<file path="src/rtl/adr_pkg.sv">
// adr_pkg: shared types, codes and constants of the dead reckoning block
// used by accel_dead_reckoning; no dependencies
`default_nettype none

package adr_pkg;

  // default parameter values
  localparam int ACCUM_WIDTH_DEFAULT = 48;
  localparam int FRAC_BITS_DEFAULT   = 24;

  // fixed field widths
  localparam int ACCEL_W    = 16;
  localparam int DT_W       = 16;
  localparam int POS_W      = 48;
  localparam int CODE_W     = 3;
  localparam int VEL_W      = 40;
  localparam int VEL_FRAC   = 24;
  localparam int SUM_W      = VEL_W + 1;
  localparam int PROD_W     = SUM_W + DT_W + 1;
  localparam int MUL_W      = 33;
  localparam int MULQ_W     = 2 * MUL_W;
  localparam int PHASE_W    = 3;

  // stream and config port widths
  localparam int IN_DATA_W  = 40;
  localparam int OUT_DATA_W = 152;
  localparam int OUT_PAD_W  = OUT_DATA_W - 3 * POS_W - CODE_W;
  localparam int CFG_IDX_W  = 2;
  localparam int CFG_DATA_W = 48;

  localparam logic [CFG_IDX_W-1:0] REG_SAMPLE_INTERVAL = 2'd0;
  localparam logic [CFG_IDX_W-1:0] REG_START_X         = 2'd1;
  localparam logic [CFG_IDX_W-1:0] REG_START_Y         = 2'd2;

  localparam logic [DT_W-1:0] SAMPLE_INTERVAL_RESET = 16'd655;

  typedef enum logic {
    OP_ACCEL   = 1'b0,
    OP_HEADING = 1'b1
  } op_t;

  typedef enum logic [CODE_W-1:0] {
    HDG_0     = 3'd0,
    HDG_90    = 3'd1,
    HDG_M90   = 3'd2,
    HDG_180   = 3'd3,
    HDG_OTHER = 3'd4
  } hdg_t;

  typedef enum logic [CODE_W-1:0] {
    DIR_NONE  = 3'd0,
    DIR_RIGHT = 3'd1,
    DIR_UP    = 3'd2,
    DIR_DOWN  = 3'd3,
    DIR_LEFT  = 3'd4
  } dir_t;

  typedef enum logic [2:0] {
    ST_IDLE,
    ST_VEL,
    ST_STEP,
    ST_MAG,
    ST_SQUARE,
    ST_ROOT,
    ST_FINISH
  } state_t;

  // what the product register holds this cycle
  typedef enum logic [3:0] {
    MOP_NONE,
    MOP_VEL_X,
    MOP_VEL_Y,
    MOP_STEP_X_LO,
    MOP_STEP_X_HI,
    MOP_STEP_Y_LO,
    MOP_STEP_Y_HI,
    MOP_SQ_LL,
    MOP_SQ_HL,
    MOP_SQ_HH
  } mul_op_t;

  // dominant direction for a heading, axis and sign
  function automatic dir_t dir_lookup(hdg_t h, logic y_axis, logic neg);
    dir_t d;
    d = DIR_NONE;
    case ({y_axis, neg})
      2'b00: begin
        case (h)
          HDG_0:   d = DIR_RIGHT;
          HDG_90:  d = DIR_UP;
          HDG_M90: d = DIR_DOWN;
          HDG_180: d = DIR_LEFT;
          default: d = DIR_NONE;
        endcase
      end
      2'b01: begin
        case (h)
          HDG_0:   d = DIR_LEFT;
          HDG_90:  d = DIR_DOWN;
          HDG_M90: d = DIR_UP;
          HDG_180: d = DIR_RIGHT;
          default: d = DIR_NONE;
        endcase
      end
      2'b10: begin
        case (h)
          HDG_0:   d = DIR_UP;
          HDG_90:  d = DIR_LEFT;
          HDG_M90: d = DIR_RIGHT;
          HDG_180: d = DIR_DOWN;
          default: d = DIR_NONE;
        endcase
      end
      default: begin
        case (h)
          HDG_0:   d = DIR_DOWN;
          HDG_90:  d = DIR_RIGHT;
          HDG_M90: d = DIR_LEFT;
          HDG_180: d = DIR_UP;
          default: d = DIR_NONE;
        endcase
      end
    endcase
    return d;
  endfunction

endpackage

`default_nettype wire

</file>
<file path="src/rtl/adr_sqrt.sv">
// adr_sqrt: iterative integer square root, one root bit per cycle
// standalone; used by accel_dead_reckoning for the path increment
`default_nettype none

module adr_sqrt #(
  parameter int ROOT_W = 48
) (
  input  wire logic                  clk,
  input  wire logic                  rst,
  input  wire logic                  start,
  input  wire logic [2*ROOT_W-1:0]   radicand,
  output logic                       done,
  output logic [ROOT_W-1:0]          root
);

  localparam int CNT_W = $clog2(ROOT_W + 1);

  logic              busy;
  logic [CNT_W-1:0]  cnt;
  logic [2*ROOT_W-1:0] rad;
  logic [ROOT_W:0]   rem;
  logic [ROOT_W+2:0] rem_t;
  logic [ROOT_W+2:0] trial;
  logic [ROOT_W+2:0] rem_d;
  logic              ge;

  assign rem_t = {rem, rad[2*ROOT_W-1 -: 2]};
  assign trial = {1'b0, root, 2'b01};
  assign rem_d = rem_t - trial;
  assign ge    = (rem_t >= trial);

  always_ff @(posedge clk) begin
    if (rst) begin
      busy <= 1'b0;
      cnt  <= '0;
      done <= 1'b0;
    end else begin
      done <= busy && (cnt == CNT_W'(1));
      if (start) begin
        busy <= 1'b1;
        cnt  <= CNT_W'(ROOT_W);
      end else if (busy) begin
        cnt <= cnt - 1'b1;
        if (cnt == CNT_W'(1)) begin
          busy <= 1'b0;
        end
      end
    end
  end

  always_ff @(posedge clk) begin
    if (start) begin
      rad  <= radicand;
      rem  <= '0;
      root <= '0;
    end else if (busy) begin
      rad  <= rad << 2;
      rem  <= ge ? rem_d[ROOT_W:0] : rem_t[ROOT_W:0];
      root <= {root[ROOT_W-2:0], ge};
    end
  end

endmodule

`default_nettype wire

</file>
<file path="src/rtl/accel_dead_reckoning.sv">
// accel_dead_reckoning: trapezoidal double integration of acceleration
// samples into path length, rotated position and dominant direction
// depends on adr_pkg and adr_sqrt
//
// input stream: s_tuser selects an acceleration sample or a heading update,
// s_tdata carries both acceleration samples and the heading code. every
// input beat gives exactly one output beat on m_tdata.
// config: cfg_we writes sample_interval, start_x or start_y by cfg_index;
// write only while no beat is in flight.
// timing: one shared 33x33 multiplier does the velocity, step and square
// products in sequence, then a one-bit-per-cycle square root runs. an
// acceleration beat passes through the velocity, step, magnitude, square,
// root and finish steps before the next accept; a heading beat goes
// straight to the finish step. m_tvalid is set as the finish step loads
// the output register, for either kind of beat.
// s_tready is high only while the sequencer is idle and rst is low. results
// sit in an output register, so a new beat is accepted while the last result
// waits; a finished result stalls in the final step until m_tready frees the
// register. rst clears velocity, displacement, path and heading and loads
// the config reset values.
`default_nettype none

module accel_dead_reckoning
  import adr_pkg::*;
#(
  parameter int ACCUM_WIDTH = ACCUM_WIDTH_DEFAULT,
  parameter int FRAC_BITS   = FRAC_BITS_DEFAULT
) (
  input  wire logic                  clk,
  input  wire logic                  rst,
  input  wire logic                  s_tvalid,
  output logic                       s_tready,
  // accel_x [15:0], accel_y [31:16], heading_code [34:32], zero pad
  input  wire logic [IN_DATA_W-1:0]  s_tdata,
  // operation
  input  wire logic                  s_tuser,
  output logic                       m_tvalid,
  input  wire logic                  m_tready,
  // path_length [47:0], position_x [95:48], position_y [143:96],
  // direction [146:144], zero pad
  output logic [OUT_DATA_W-1:0]      m_tdata,
  input  wire logic                  cfg_we,
  input  wire logic [CFG_IDX_W-1:0]  cfg_index,
  input  wire logic [CFG_DATA_W-1:0] cfg_data
);

  localparam int W          = ACCUM_WIDTH;
  localparam int HALF       = (W + 1) / 2;
  localparam int SQ_W       = 2 * W;
  localparam int STEP_SHIFT = VEL_FRAC + DT_W + 1 - FRAC_BITS;
  localparam int STEP_EXT   = (PROD_W > W) ? PROD_W : W;

  state_t               state, state_next;
  logic [PHASE_W-1:0]   phase, phase_next;

  // config
  logic [DT_W-1:0]          sample_interval;
  logic signed [POS_W-1:0]  start_x, start_y;

  // architectural state
  logic signed [VEL_W-1:0]  vel_x, vel_y;
  logic [W-1:0]             disp_x, disp_y;
  logic [W-1:0]             path_total;
  hdg_t                     heading;

  // work registers
  logic signed [ACCEL_W-1:0] acc_x_q, acc_y_q;
  logic signed [SUM_W-1:0]   sum_x, sum_y;
  logic signed [PROD_W-1:0]  prod_acc;
  logic signed [W-1:0]       step_x, step_y;
  logic [W-1:0]              mag_x, mag_y;
  logic [SQ_W-1:0]           sq_acc;

  // shared multiplier
  logic signed [MUL_W-1:0]   mul_a, mul_b;
  logic signed [MULQ_W-1:0]  mul_q;
  mul_op_t                   issue_op, mul_tag;

  logic                      root_start, root_done, out_load;
  logic [W-1:0]              root;

  // datapath around the product register
  logic signed [VEL_W-1:0]    vel_sel, vel_new;
  logic signed [SUM_W-1:0]    sum_new;
  logic signed [PROD_W-1:0]   prod_full;
  logic signed [STEP_EXT-1:0] prod_ext, prod_shr;
  logic signed [W-1:0]        step_new;
  logic [SQ_W-1:0]            sq_prod, sq_term;

  // result formation
  logic [W-1:0]  sx_w, sy_w, px, py, mdx, mdy;
  dir_t          dir_next;
  logic [CODE_W-1:0] heading_in;

  assign s_tready   = (state == ST_IDLE) && !rst;
  assign heading_in = s_tdata[34:32];

  adr_sqrt #(
    .ROOT_W (W)
  ) u_sqrt (
    .clk      (clk),
    .rst      (rst),
    .start    (root_start),
    .radicand (sq_acc),
    .done     (root_done),
    .root     (root)
  );

  // sequencer
  always_comb begin
    state_next = state;
    phase_next = phase;
    issue_op   = MOP_NONE;
    mul_a      = '0;
    mul_b      = signed'(MUL_W'(sample_interval));
    root_start = 1'b0;
    out_load   = 1'b0;
    case (state)
      ST_IDLE: begin
        phase_next = '0;
        if (s_tvalid) begin
          state_next = (s_tuser == OP_HEADING) ? ST_FINISH : ST_VEL;
        end
      end
      ST_VEL: begin
        phase_next = phase + 1'b1;
        case (phase)
          3'd0: begin
            mul_a    = MUL_W'(acc_x_q);
            issue_op = MOP_VEL_X;
          end
          3'd1: begin
            mul_a    = MUL_W'(acc_y_q);
            issue_op = MOP_VEL_Y;
          end
          default: begin
            state_next = ST_STEP;
            phase_next = '0;
          end
        endcase
      end
      ST_STEP: begin
        phase_next = phase + 1'b1;
        case (phase)
          3'd0: begin
            mul_a    = signed'(MUL_W'(sum_x[VEL_FRAC-1:0]));
            issue_op = MOP_STEP_X_LO;
          end
          3'd1: begin
            mul_a    = MUL_W'(signed'(sum_x[SUM_W-1:VEL_FRAC]));
            issue_op = MOP_STEP_X_HI;
          end
          3'd2: begin
            mul_a    = signed'(MUL_W'(sum_y[VEL_FRAC-1:0]));
            issue_op = MOP_STEP_Y_LO;
          end
          3'd3: begin
            mul_a    = MUL_W'(signed'(sum_y[SUM_W-1:VEL_FRAC]));
            issue_op = MOP_STEP_Y_HI;
          end
          default: begin
            state_next = ST_MAG;
            phase_next = '0;
          end
        endcase
      end
      ST_MAG: begin
        state_next = ST_SQUARE;
        phase_next = '0;
      end
      ST_SQUARE: begin
        phase_next = phase + 1'b1;
        case (phase)
          3'd0: begin
            mul_a    = signed'(MUL_W'(mag_x[HALF-1:0]));
            mul_b    = signed'(MUL_W'(mag_x[HALF-1:0]));
            issue_op = MOP_SQ_LL;
          end
          3'd1: begin
            mul_a    = signed'(MUL_W'(mag_x[W-1:HALF]));
            mul_b    = signed'(MUL_W'(mag_x[HALF-1:0]));
            issue_op = MOP_SQ_HL;
          end
          3'd2: begin
            mul_a    = signed'(MUL_W'(mag_x[W-1:HALF]));
            mul_b    = signed'(MUL_W'(mag_x[W-1:HALF]));
            issue_op = MOP_SQ_HH;
          end
          3'd3: begin
            mul_a    = signed'(MUL_W'(mag_y[HALF-1:0]));
            mul_b    = signed'(MUL_W'(mag_y[HALF-1:0]));
            issue_op = MOP_SQ_LL;
          end
          3'd4: begin
            mul_a    = signed'(MUL_W'(mag_y[W-1:HALF]));
            mul_b    = signed'(MUL_W'(mag_y[HALF-1:0]));
            issue_op = MOP_SQ_HL;
          end
          3'd5: begin
            mul_a    = signed'(MUL_W'(mag_y[W-1:HALF]));
            mul_b    = signed'(MUL_W'(mag_y[W-1:HALF]));
            issue_op = MOP_SQ_HH;
          end
          default: begin
            state_next = ST_ROOT;
            phase_next = '0;
          end
        endcase
      end
      ST_ROOT: begin
        if (phase == '0) begin
          root_start = 1'b1;
          phase_next = 3'd1;
        end else if (root_done) begin
          state_next = ST_FINISH;
        end
      end
      ST_FINISH: begin
        if (!m_tvalid || m_tready) begin
          out_load   = 1'b1;
          state_next = ST_IDLE;
        end
      end
      default: begin
        state_next = ST_IDLE;
      end
    endcase
  end

  // consumers of the product register
  always_comb begin
    vel_sel   = (mul_tag == MOP_VEL_Y) ? vel_y : vel_x;
    vel_new   = vel_sel + VEL_W'(mul_q);
    sum_new   = SUM_W'(vel_sel) + SUM_W'(vel_new);
    prod_full = prod_acc + (PROD_W'(mul_q) <<< VEL_FRAC);
    prod_ext  = STEP_EXT'(prod_full);
    prod_shr  = prod_ext >>> STEP_SHIFT;
    step_new  = prod_shr[W-1:0];
    sq_prod   = SQ_W'(unsigned'(mul_q));
    case (mul_tag)
      MOP_SQ_HL: sq_term = sq_prod << (HALF + 1);
      MOP_SQ_HH: sq_term = sq_prod << (2 * HALF);
      default:   sq_term = sq_prod;
    endcase
  end

  // position and dominant direction
  always_comb begin
    sx_w = W'(start_x);
    sy_w = W'(start_y);
    case (heading)
      HDG_0: begin
        px = sx_w + disp_x;
        py = sy_w + disp_y;
      end
      HDG_90: begin
        px = sx_w - disp_y;
        py = sy_w + disp_x;
      end
      HDG_M90: begin
        px = sx_w + disp_y;
        py = sy_w - disp_x;
      end
      HDG_180: begin
        px = sx_w - disp_x;
        py = sy_w - disp_y;
      end
      default: begin
        px = sx_w;
        py = sy_w;
      end
    endcase
    mdx = disp_x[W-1] ? -disp_x : disp_x;
    mdy = disp_y[W-1] ? -disp_y : disp_y;
    if (heading == HDG_OTHER) begin
      dir_next = DIR_NONE;
    end else if (mdx > mdy) begin
      dir_next = dir_lookup(heading, 1'b0, disp_x[W-1]);
    end else if (mdy != '0) begin
      dir_next = dir_lookup(heading, 1'b1, disp_y[W-1]);
    end else begin
      dir_next = DIR_NONE;
    end
  end

  // control and architectural state
  always_ff @(posedge clk) begin
    if (rst) begin
      state           <= ST_IDLE;
      phase           <= '0;
      mul_tag         <= MOP_NONE;
      sample_interval <= SAMPLE_INTERVAL_RESET;
      start_x         <= '0;
      start_y         <= '0;
      vel_x           <= '0;
      vel_y           <= '0;
      disp_x          <= '0;
      disp_y          <= '0;
      path_total      <= '0;
      heading         <= HDG_0;
      m_tvalid        <= 1'b0;
    end else begin
      state   <= state_next;
      phase   <= phase_next;
      mul_tag <= issue_op;
      if (cfg_we) begin
        case (cfg_index)
          REG_SAMPLE_INTERVAL: sample_interval <= cfg_data[DT_W-1:0];
          REG_START_X:         start_x <= cfg_data;
          REG_START_Y:         start_y <= cfg_data;
          default: ;
        endcase
      end
      if (s_tvalid && s_tready && s_tuser == OP_HEADING) begin
        heading <= (heading_in > HDG_OTHER) ? HDG_OTHER : hdg_t'(heading_in);
      end
      case (mul_tag)
        MOP_VEL_X: vel_x <= vel_new;
        MOP_VEL_Y: vel_y <= vel_new;
        default: ;
      endcase
      if (state == ST_MAG) begin
        disp_x <= disp_x + step_x;
        disp_y <= disp_y + step_y;
      end
      if (state == ST_ROOT && root_done) begin
        path_total <= path_total + root;
      end
      if (out_load) begin
        m_tvalid <= 1'b1;
      end else if (m_tready) begin
        m_tvalid <= 1'b0;
      end
    end
  end

  // work registers and output beat
  always_ff @(posedge clk) begin
    mul_q <= mul_a * mul_b;
    if (s_tvalid && s_tready) begin
      acc_x_q <= s_tdata[15:0];
      acc_y_q <= s_tdata[31:16];
    end
    case (mul_tag)
      MOP_VEL_X:     sum_x <= sum_new;
      MOP_VEL_Y:     sum_y <= sum_new;
      MOP_STEP_X_LO: prod_acc <= PROD_W'(mul_q);
      MOP_STEP_Y_LO: prod_acc <= PROD_W'(mul_q);
      MOP_STEP_X_HI: step_x <= step_new;
      MOP_STEP_Y_HI: step_y <= step_new;
      MOP_SQ_LL:     sq_acc <= sq_acc + sq_term;
      MOP_SQ_HL:     sq_acc <= sq_acc + sq_term;
      MOP_SQ_HH:     sq_acc <= sq_acc + sq_term;
      default: ;
    endcase
    if (state == ST_MAG) begin
      mag_x  <= step_x[W-1] ? -step_x : step_x;
      mag_y  <= step_y[W-1] ? -step_y : step_y;
      sq_acc <= '0;
    end
    if (out_load) begin
      m_tdata <= {{OUT_PAD_W{1'b0}}, dir_next, POS_W'(py), POS_W'(px),
                  POS_W'(path_total)};
    end
  end

`ifndef NO_ASSERTIONS
  a_root_in_root_state: assert property (@(posedge clk) disable iff (rst)
    root_done |-> state == ST_ROOT)
    else $error("root finished outside the root step");

  a_accel_starts_vel: assert property (@(posedge clk) disable iff (rst)
    (s_tvalid && s_tready && s_tuser == OP_ACCEL) |=> (state == ST_VEL && phase == '0))
    else $error("acceleration beat did not start the velocity step");

  a_heading_keeps_motion: assert property (@(posedge clk) disable iff (rst)
    (s_tvalid && s_tready && s_tuser == OP_HEADING) |=>
      ($stable(vel_x) && $stable(vel_y) && $stable(disp_x) && $stable(path_total)))
    else $error("heading beat changed motion state");

  a_square_in_square_state: assert property (@(posedge clk) disable iff (rst)
    (mul_tag == MOP_SQ_LL || mul_tag == MOP_SQ_HL || mul_tag == MOP_SQ_HH)
      |-> state == ST_SQUARE)
    else $error("square product consumed outside the square step");
`endif

endmodule

`default_nettype wire
</file>
<file path="config.mk">
export PLATFORM = sky130hd
export DESIGN_NAME = accel_dead_reckoning
export DESIGN_NICKNAME = d
export VERILOG_FILES = /design/src/rtl/adr_pkg.sv /design/src/rtl/adr_sqrt.sv /design/src/rtl/accel_dead_reckoning.sv
export SDC_FILE = /design/constraint.sdc
export NUM_CORES = 2
export LEC_CHECK = 0
export BUFFER_PORTS_ARGS = -buffer_cell sky130_fd_sc_hd__buf_4
export CELL_PAD_IN_SITES_DETAIL_PLACEMENT = 1
export CELL_PAD_IN_SITES_GLOBAL_PLACEMENT = 1
export CORE_MARGIN = 2
export CORE_UTILIZATION = 50
export DETAILED_ROUTE_END_ITERATION = 6
export PLACE_DENSITY = 0.88
export SETUP_SLACK_MARGIN = 0.1
export SLEW_MARGIN = 25
export SYNTH_ARGS = -nofsm -noshare
export SYNTH_HDL_FRONTEND = slang
export SYNTH_HIERARCHICAL = 1
export SYNTH_SLANG_ARGS = --single-unit
</file>
<file path="constraint.sdc">
create_clock -name clk -period 11.3 [get_ports clk]
set_clock_uncertainty 0.2 [all_clocks]
set_input_delay 1.13 -clock clk [delete_from_list [all_inputs] [get_ports clk]]
set_output_delay 1.13 -clock clk [all_outputs]
set_load 0.02 [all_outputs]
</file>
After elaboration in Yosys (flattened, before gate mapping)
Cells that the tools add are included.

storage, ports and cells
  word-level logic and storage cells = 186
  output and inout bits = 154
  register bits after elaboration = 1210
  bits of input ports = 96

operators by class
  eq/ne operators = 35
  reduce and logical (&&, ||, !) cells = 34
  bitwise logic cells = 1
  mux-type cells = 55
  $add $sub $neg = 22
  multiply operators = 1
  $lt $le $gt $ge = 3

operator list
  cell                              number
  case mux 48 bit (4 select lines)  2
  adder 48 bit                      7
  two-way mux 96 bit                2
  case mux 24 bit (4 select lines)  2
  case mux 96 bit (2 select lines)  1
  subtractor 48 bit                 4
  case mux 33 bit (4 select lines)  1
  case mux 33 bit (3 select lines)  1
  adder 96 bit                      1
  two-way mux 48 bit                2
  negation 41 -> 48 bit             2
  negation 48 bit                   2
  two-way mux 47 bit                2
  case mux 33 bit (2 select lines)  1
  case mux 3 bit (4 select lines)   5
  adder 58 bit                      1
  multiplier 33 x 25 -> 58 bit      1
  >= comparator 51 x 50 -> 1 bit    1
  two-way mux 49 bit                1
  subtractor 49 bit                 1
  > comparator 48 bit               1
  two-way mux 3 bit                 16
  nonzero test 48 bit               1
  adder 40 x 40 -> 41 bit           1
  other kinds (39)                  92

Logic depth before layout (Yosys ltp)
  word-level depth = 5
  gate-level depth with buffers = 41
  depth with buffers taken out = 36

Hierarchy
Netlist, hierarchy kept.

by module, submodules not included
  module                instances  area an instance (um^2)  sequential area each (um^2)  cells an instance
  accel_dead_reckoning  1          91749.2                  24663.7                      10949
  adr_sqrt              1          11249.5                  4984.8                       1145

Worst setup path after synthesis
No wires, ideal clock.

  kind = register -> register
  start point = reg phase[0]
  end point = reg mul_q[55]
  path buffers = 6
  path slack = 1.510 ns
  clock period less this slack = 9.790 ns
  setup time = 0.101 ns
  required time = 10.999 ns
  cell stages (with the launch flop) = 40
  arrival time = 9.489 ns
  path through = dfxtp_1 > inv_1 > ha_1 > nor2b_1 > clkbuf_1 > or2_2 > clkbuf_1 > nor2_1 > nor3_1 > clkbuf_1 > a21o_1 > clkbuf_1 > nand2_1 > inv_1 > fa_1 > fa_1 > inv_1 > fa_1 > [4 not listed] > inv_1 > fa_1 > inv_1 > ha_1 > clkbuf_1 > a21o_1 > a21o_1 > a21o_1 > a21o_1 > a21o_1 > a21o_1 > a21oi_1 > o311ai_0 > a41oi_1 > o21ai_0 > and4_1 > clkbuf_1 > o41ai_1

between the ends
  word-level cells in the longest chain between the ends = 5
  elaborated cells on any way between the ends = 17
  those cells by class = mul (1); eq/ne (5); mux (6); reduce/logical (5)

ends and longest elaborated chain
  element                                                                        line                         RTL
  from (decl)                                                                    accel_dead_reckoning.sv:54   logic [PHASE_W-1:0] phase, phase_next;
  from (signal assigned)                                                         accel_dead_reckoning.sv:304  phase <= phase_next;
  equality test 3 bit (tied with other cells)                                    accel_dead_reckoning.sv:173  case (phase)
  OR reduction 2 bit (no source line)                                            n/a
  case mux 24 bit (4 select lines)                                               accel_dead_reckoning.sv:173
  case mux 33 bit (3 select lines) / two-way mux 24 bit (equally long branches)  accel_dead_reckoning.sv:118  case (state)
  multiplier 33 x 25 -> 58 bit *                                                 accel_dead_reckoning.sv:339  mul_q <= mul_a * mul_b;
  to (signal assigned)                                                           accel_dead_reckoning.sv:339
  to (decl)                                                                      accel_dead_reckoning.sv:76   logic signed [MULQ_W-1:0] mul_q;

Mark *: on every way between the ends. The rest lies on a longest branch, timed or not.
A chain may end at the register's enable or synchronous reset.

Worst setup path in the final report
  start point = reg phase[0]
  end point = reg mul_q[49]

Same word-level chain as after synthesis.

==> run_results.csv <==
group,metric,value,unit
route,drtPass1Iterations,7,
timing,finalCritPeriodShare,97.33,%
final_layout,areaGrowthSynthToFinish,9.306,%
timing,tightest_slew,1.131,ns
route,average_wire_per_cell_in_the_routed_design,26.20,um
hold_path,hold_path.class,"reg -> reg",
clock_tree,clk-insertion-delay-late,0.88,ns
setup_path,crit_fanout,14,
floorplan,initial_core_util,50.29,%
floorplan,floorplan.die.width,457.9,um
clock_tree,tritoncts,"built",
yosys,synth_async_sr_flop_share,0,%
clock_tree,cts.sink_count,1193,
timing,layout_min_cycle_time,11.00,ns
floorplan,ioPinCount,250,
global_routing,grt_pass1_vias,98329,
final_layout,fillers,23947,
setup_path,slowest_stage,"sky130_fd_sc_hd__a222oi_1",
timing,finalSetupViolations,0,
global_routing,grt_first_pass_wirelength,591.5,mm
global_routing,grtUsageTotal,36.31,%
timing,rsz0062_at_grt,"no",
setup_path,path_common_cell,"sky130_fd_sc_hd__fa_1",
global_routing,grt_max_degree,228,
setup_path,crit_path_max_incr_delay,0.83,ns
global_routing,antenna_violations_before_repair,25,
yosys,synthesis.yosys.warnings,6,
floorplan,fp.dieArea,0.2096,mm2
clock_tree,cts.root.buffer_cell,"sky130_fd_sc_hd__clkbuf_16",
timing,final.setup.tns,0,ns
clock_tree,maximum_level_of_the_cts_h_tree,4,
timing,worst_hold_slack,0.2523,ns
placed_design,finalWeightedCongestion,0.9918,
final_layout,layoutNonFillerInstCount,14858,
route,detailroute.via_count,93826,
clock_tree,cts_buffers,142,
global_routing,grt.overflow.total,0,
yosys,synth.avg_cell_area,8.517,um2
status,status,"finished, final reports clean",
placed_design,dpl.cell_count,14572,
final_layout,fraction_of_final_layout_cells_sized_beyond_drive_strength_1,7.807,%
setup_path,setup.worst_path.start_class,"flip-flop",
clock_tree,ctsLongestPathBuffers,3,
timing,max_freq,90.92,MHz
yosys,netlist-cell-type-count,111,
setup_path,timing.critical_path.to_type,"flip-flop",
route,drt_iter0_drc,9250,
timing,report.final.slew_viol_count,0,
yosys,synth_seq_area_share,28.79,%
route,detail_route.drc_violations,0,
route,vias_per_cell,6.315,
floorplan,dieHeight,457.9,um
run,cap_viol_max_count,0,
placed_design,port-buffer-count,239,
yosys,count_of_mapped_cells_out_of_synthesis,12094,
route,wirelength,389.3,mm
clock_tree,cts.hold.buffers_added,0,
timing,final-hold-violation-count,0,
clock_tree,clkSlewWorstSetupHoldPaths,0.07,ns
floorplan,placeableCoreArea,0.2048,mm2
yosys,cell_area_after_technology_mapping,0.1030,mm2
timing,worst_slew_margin_rel,24.43,%
setup_path,criticalPathCategory,"reg -> reg",
setup_path,cp_data_required_time,11.77,ns
floorplan,std_cell_rows,166,
setup_path,crit_arrival,11.47,ns
placed_design,hpwl,291.4,mm
yosys,synth_edf_count,576,
yosys,yosys_most_used_dff,"sky130_fd_sc_hd__dfxtp_1",
yosys,postSynthRegisterBits,1193,
route,postRouteAntennaNets,0,
final_layout,final_net_count,13493,
==> synthesized netlist by cell type (186+ instances only) <==
cell                       count  share of area (%)
sky130_fd_sc_hd__dfxtp_1     617                 12
sky130_fd_sc_hd__a21o_1      351                2.6
sky130_fd_sc_hd__nand3_1     186               0.90
sky130_fd_sc_hd__a21oi_1    1098                5.3
sky130_fd_sc_hd__nand2_1    1873                6.8
sky130_fd_sc_hd__o21ai_0     520                2.5
sky130_fd_sc_hd__clkbuf_1    564                2.1
sky130_fd_sc_hd__nor2_1      890                3.2
sky130_fd_sc_hd__ha_1        703                8.5
sky130_fd_sc_hd__fa_1        658                 13
sky130_fd_sc_hd__edfxtp_1    576                 17
sky130_fd_sc_hd__inv_1      1025                3.7
sky130_fd_sc_hd__xor2_1      235                2.0
sky130_fd_sc_hd__xnor2_1     462                3.9
==> cells by family after synthesis <==
family	Yosys count	synth area share (%)
XOR/XNOR	698	5.943
other	2	0.007291
flip-flops	1193	28.79
adder cells (fa/ha/maj)	1361	21.33
AND/OR/NAND/NOR	3920	17.08
buffers and inverters	1723	6.373
multiplexers	224	2.319
AO/OA/AOI/OAI	2973	18.16
==> sequential cells by signal, summed over array words and instances, names as in the netlist, 48 cells and up <==
name         flops
disp_x          48
disp_y          48
m_tdata        147
mag_x           48
mag_y           48
mul_q           66
path_total      48
sq_acc          96
start_x         48
start_y         48
u_sqrt/rad      96
u_sqrt/rem      49
u_sqrt/root     48
==> cell type report <==
| type | count | area, um2 | share of cell area (%) |
|---|---|---|---|
| antenna | 15 | 37.54 | 0.03334 |
| clock buffer | 175 | 3770 | 3.348 |
| clock inverter | 88 | 1107 | 0.9835 |
| inverter | 1029 | 3874 | 3.441 |
| multi-input combinational | 9212 | 67190 | 59.68 |
| sequential | 1193 | 29660 | 26.35 |
| tap | 2688 | 3363 | 2.987 |
| timing repair buffer | 458 | 3573 | 3.174 |
==> final timing paths <==
check / from / endpoint / slack (ns) / depth (start not counted)
setup / recovery: phase[0]$_SDFFE_PP0P_ / mul_q[49]$_DFF_P_ / 0.30 / 33
hold / removal: prod_acc[20]$_DFFE_PP_ / step_y[3]$_DFFE_PN_ / 0.25 / 0
setup reg to reg: phase[0]$_SDFFE_PP0P_ / mul_q[49]$_DFF_P_ / 0.30 / 33
hold reg to reg: prod_acc[20]$_DFFE_PP_ / step_y[3]$_DFFE_PN_ / 0.25 / 0
==> what timing repair did <==
item / 4_1_cts / 5_1_grt
gates cloned: 0 / 1
pin swaps: 0 / 2
endpoints found under the setup margin: 2 / 17
setup buffers: 0 / 6
gates resized for setup: 1 / 22
==> stage by stage <==
step	instance area, um2	util [%]	worst slack [ns]
after floorplan	103100	-	1.510
after global placement	107400	52.47	0.6532
after detailed placement	107500	52.48	0.1833
after CTS	112400	54.87	0.1875
after global routing	112600	54.96	0.1385
final	112600	54.98	0.3018
==> worst max-delay path: cells and delay by family, from the launching register on <==
family,cells,cell delay (ns)
buffers and inverters,8,1.04
XOR/XNOR,1,0.70
AND/OR/NAND/NOR,9,1.50
adder cells (fa/ha/maj),9,4.12
AO/OA/AOI/OAI,6,2.77
flip-flops,1,0.44
==> placed cells by master, fill, tap and decap left out, types with 144 or more instances in the layout <==
cell type	Yosys	layout
sky130_fd_sc_hd__nand2_1	1873	1870
sky130_fd_sc_hd__a21oi_1	1098	1088
sky130_fd_sc_hd__inv_1	1025	1021
sky130_fd_sc_hd__nor2_1	890	886
sky130_fd_sc_hd__ha_1	703	703
sky130_fd_sc_hd__fa_1	658	656
sky130_fd_sc_hd__dfxtp_1	617	610
sky130_fd_sc_hd__edfxtp_1	576	576
sky130_fd_sc_hd__o21ai_0	520	516
sky130_fd_sc_hd__xnor2_1	462	461
sky130_fd_sc_hd__buf_4	6	444
sky130_fd_sc_hd__a21o_1	351	348
sky130_fd_sc_hd__xor2_1	235	235
sky130_fd_sc_hd__nand3_1	186	182
sky130_fd_sc_hd__clkbuf_16	0	144
==> routing by layer <==
layer,track usage (%),routed length (um),vias to the layer above
li1,-,-,41529
met1,45.10,151800,47077
met2,59.14,180800,4076
met3,6.455,30840,1132
met4,21.55,25860,12
met5,0,73,-
Power is not shown: default switching activity piles up to over one toggle a cycle in this logic, so the estimate is an artifact.
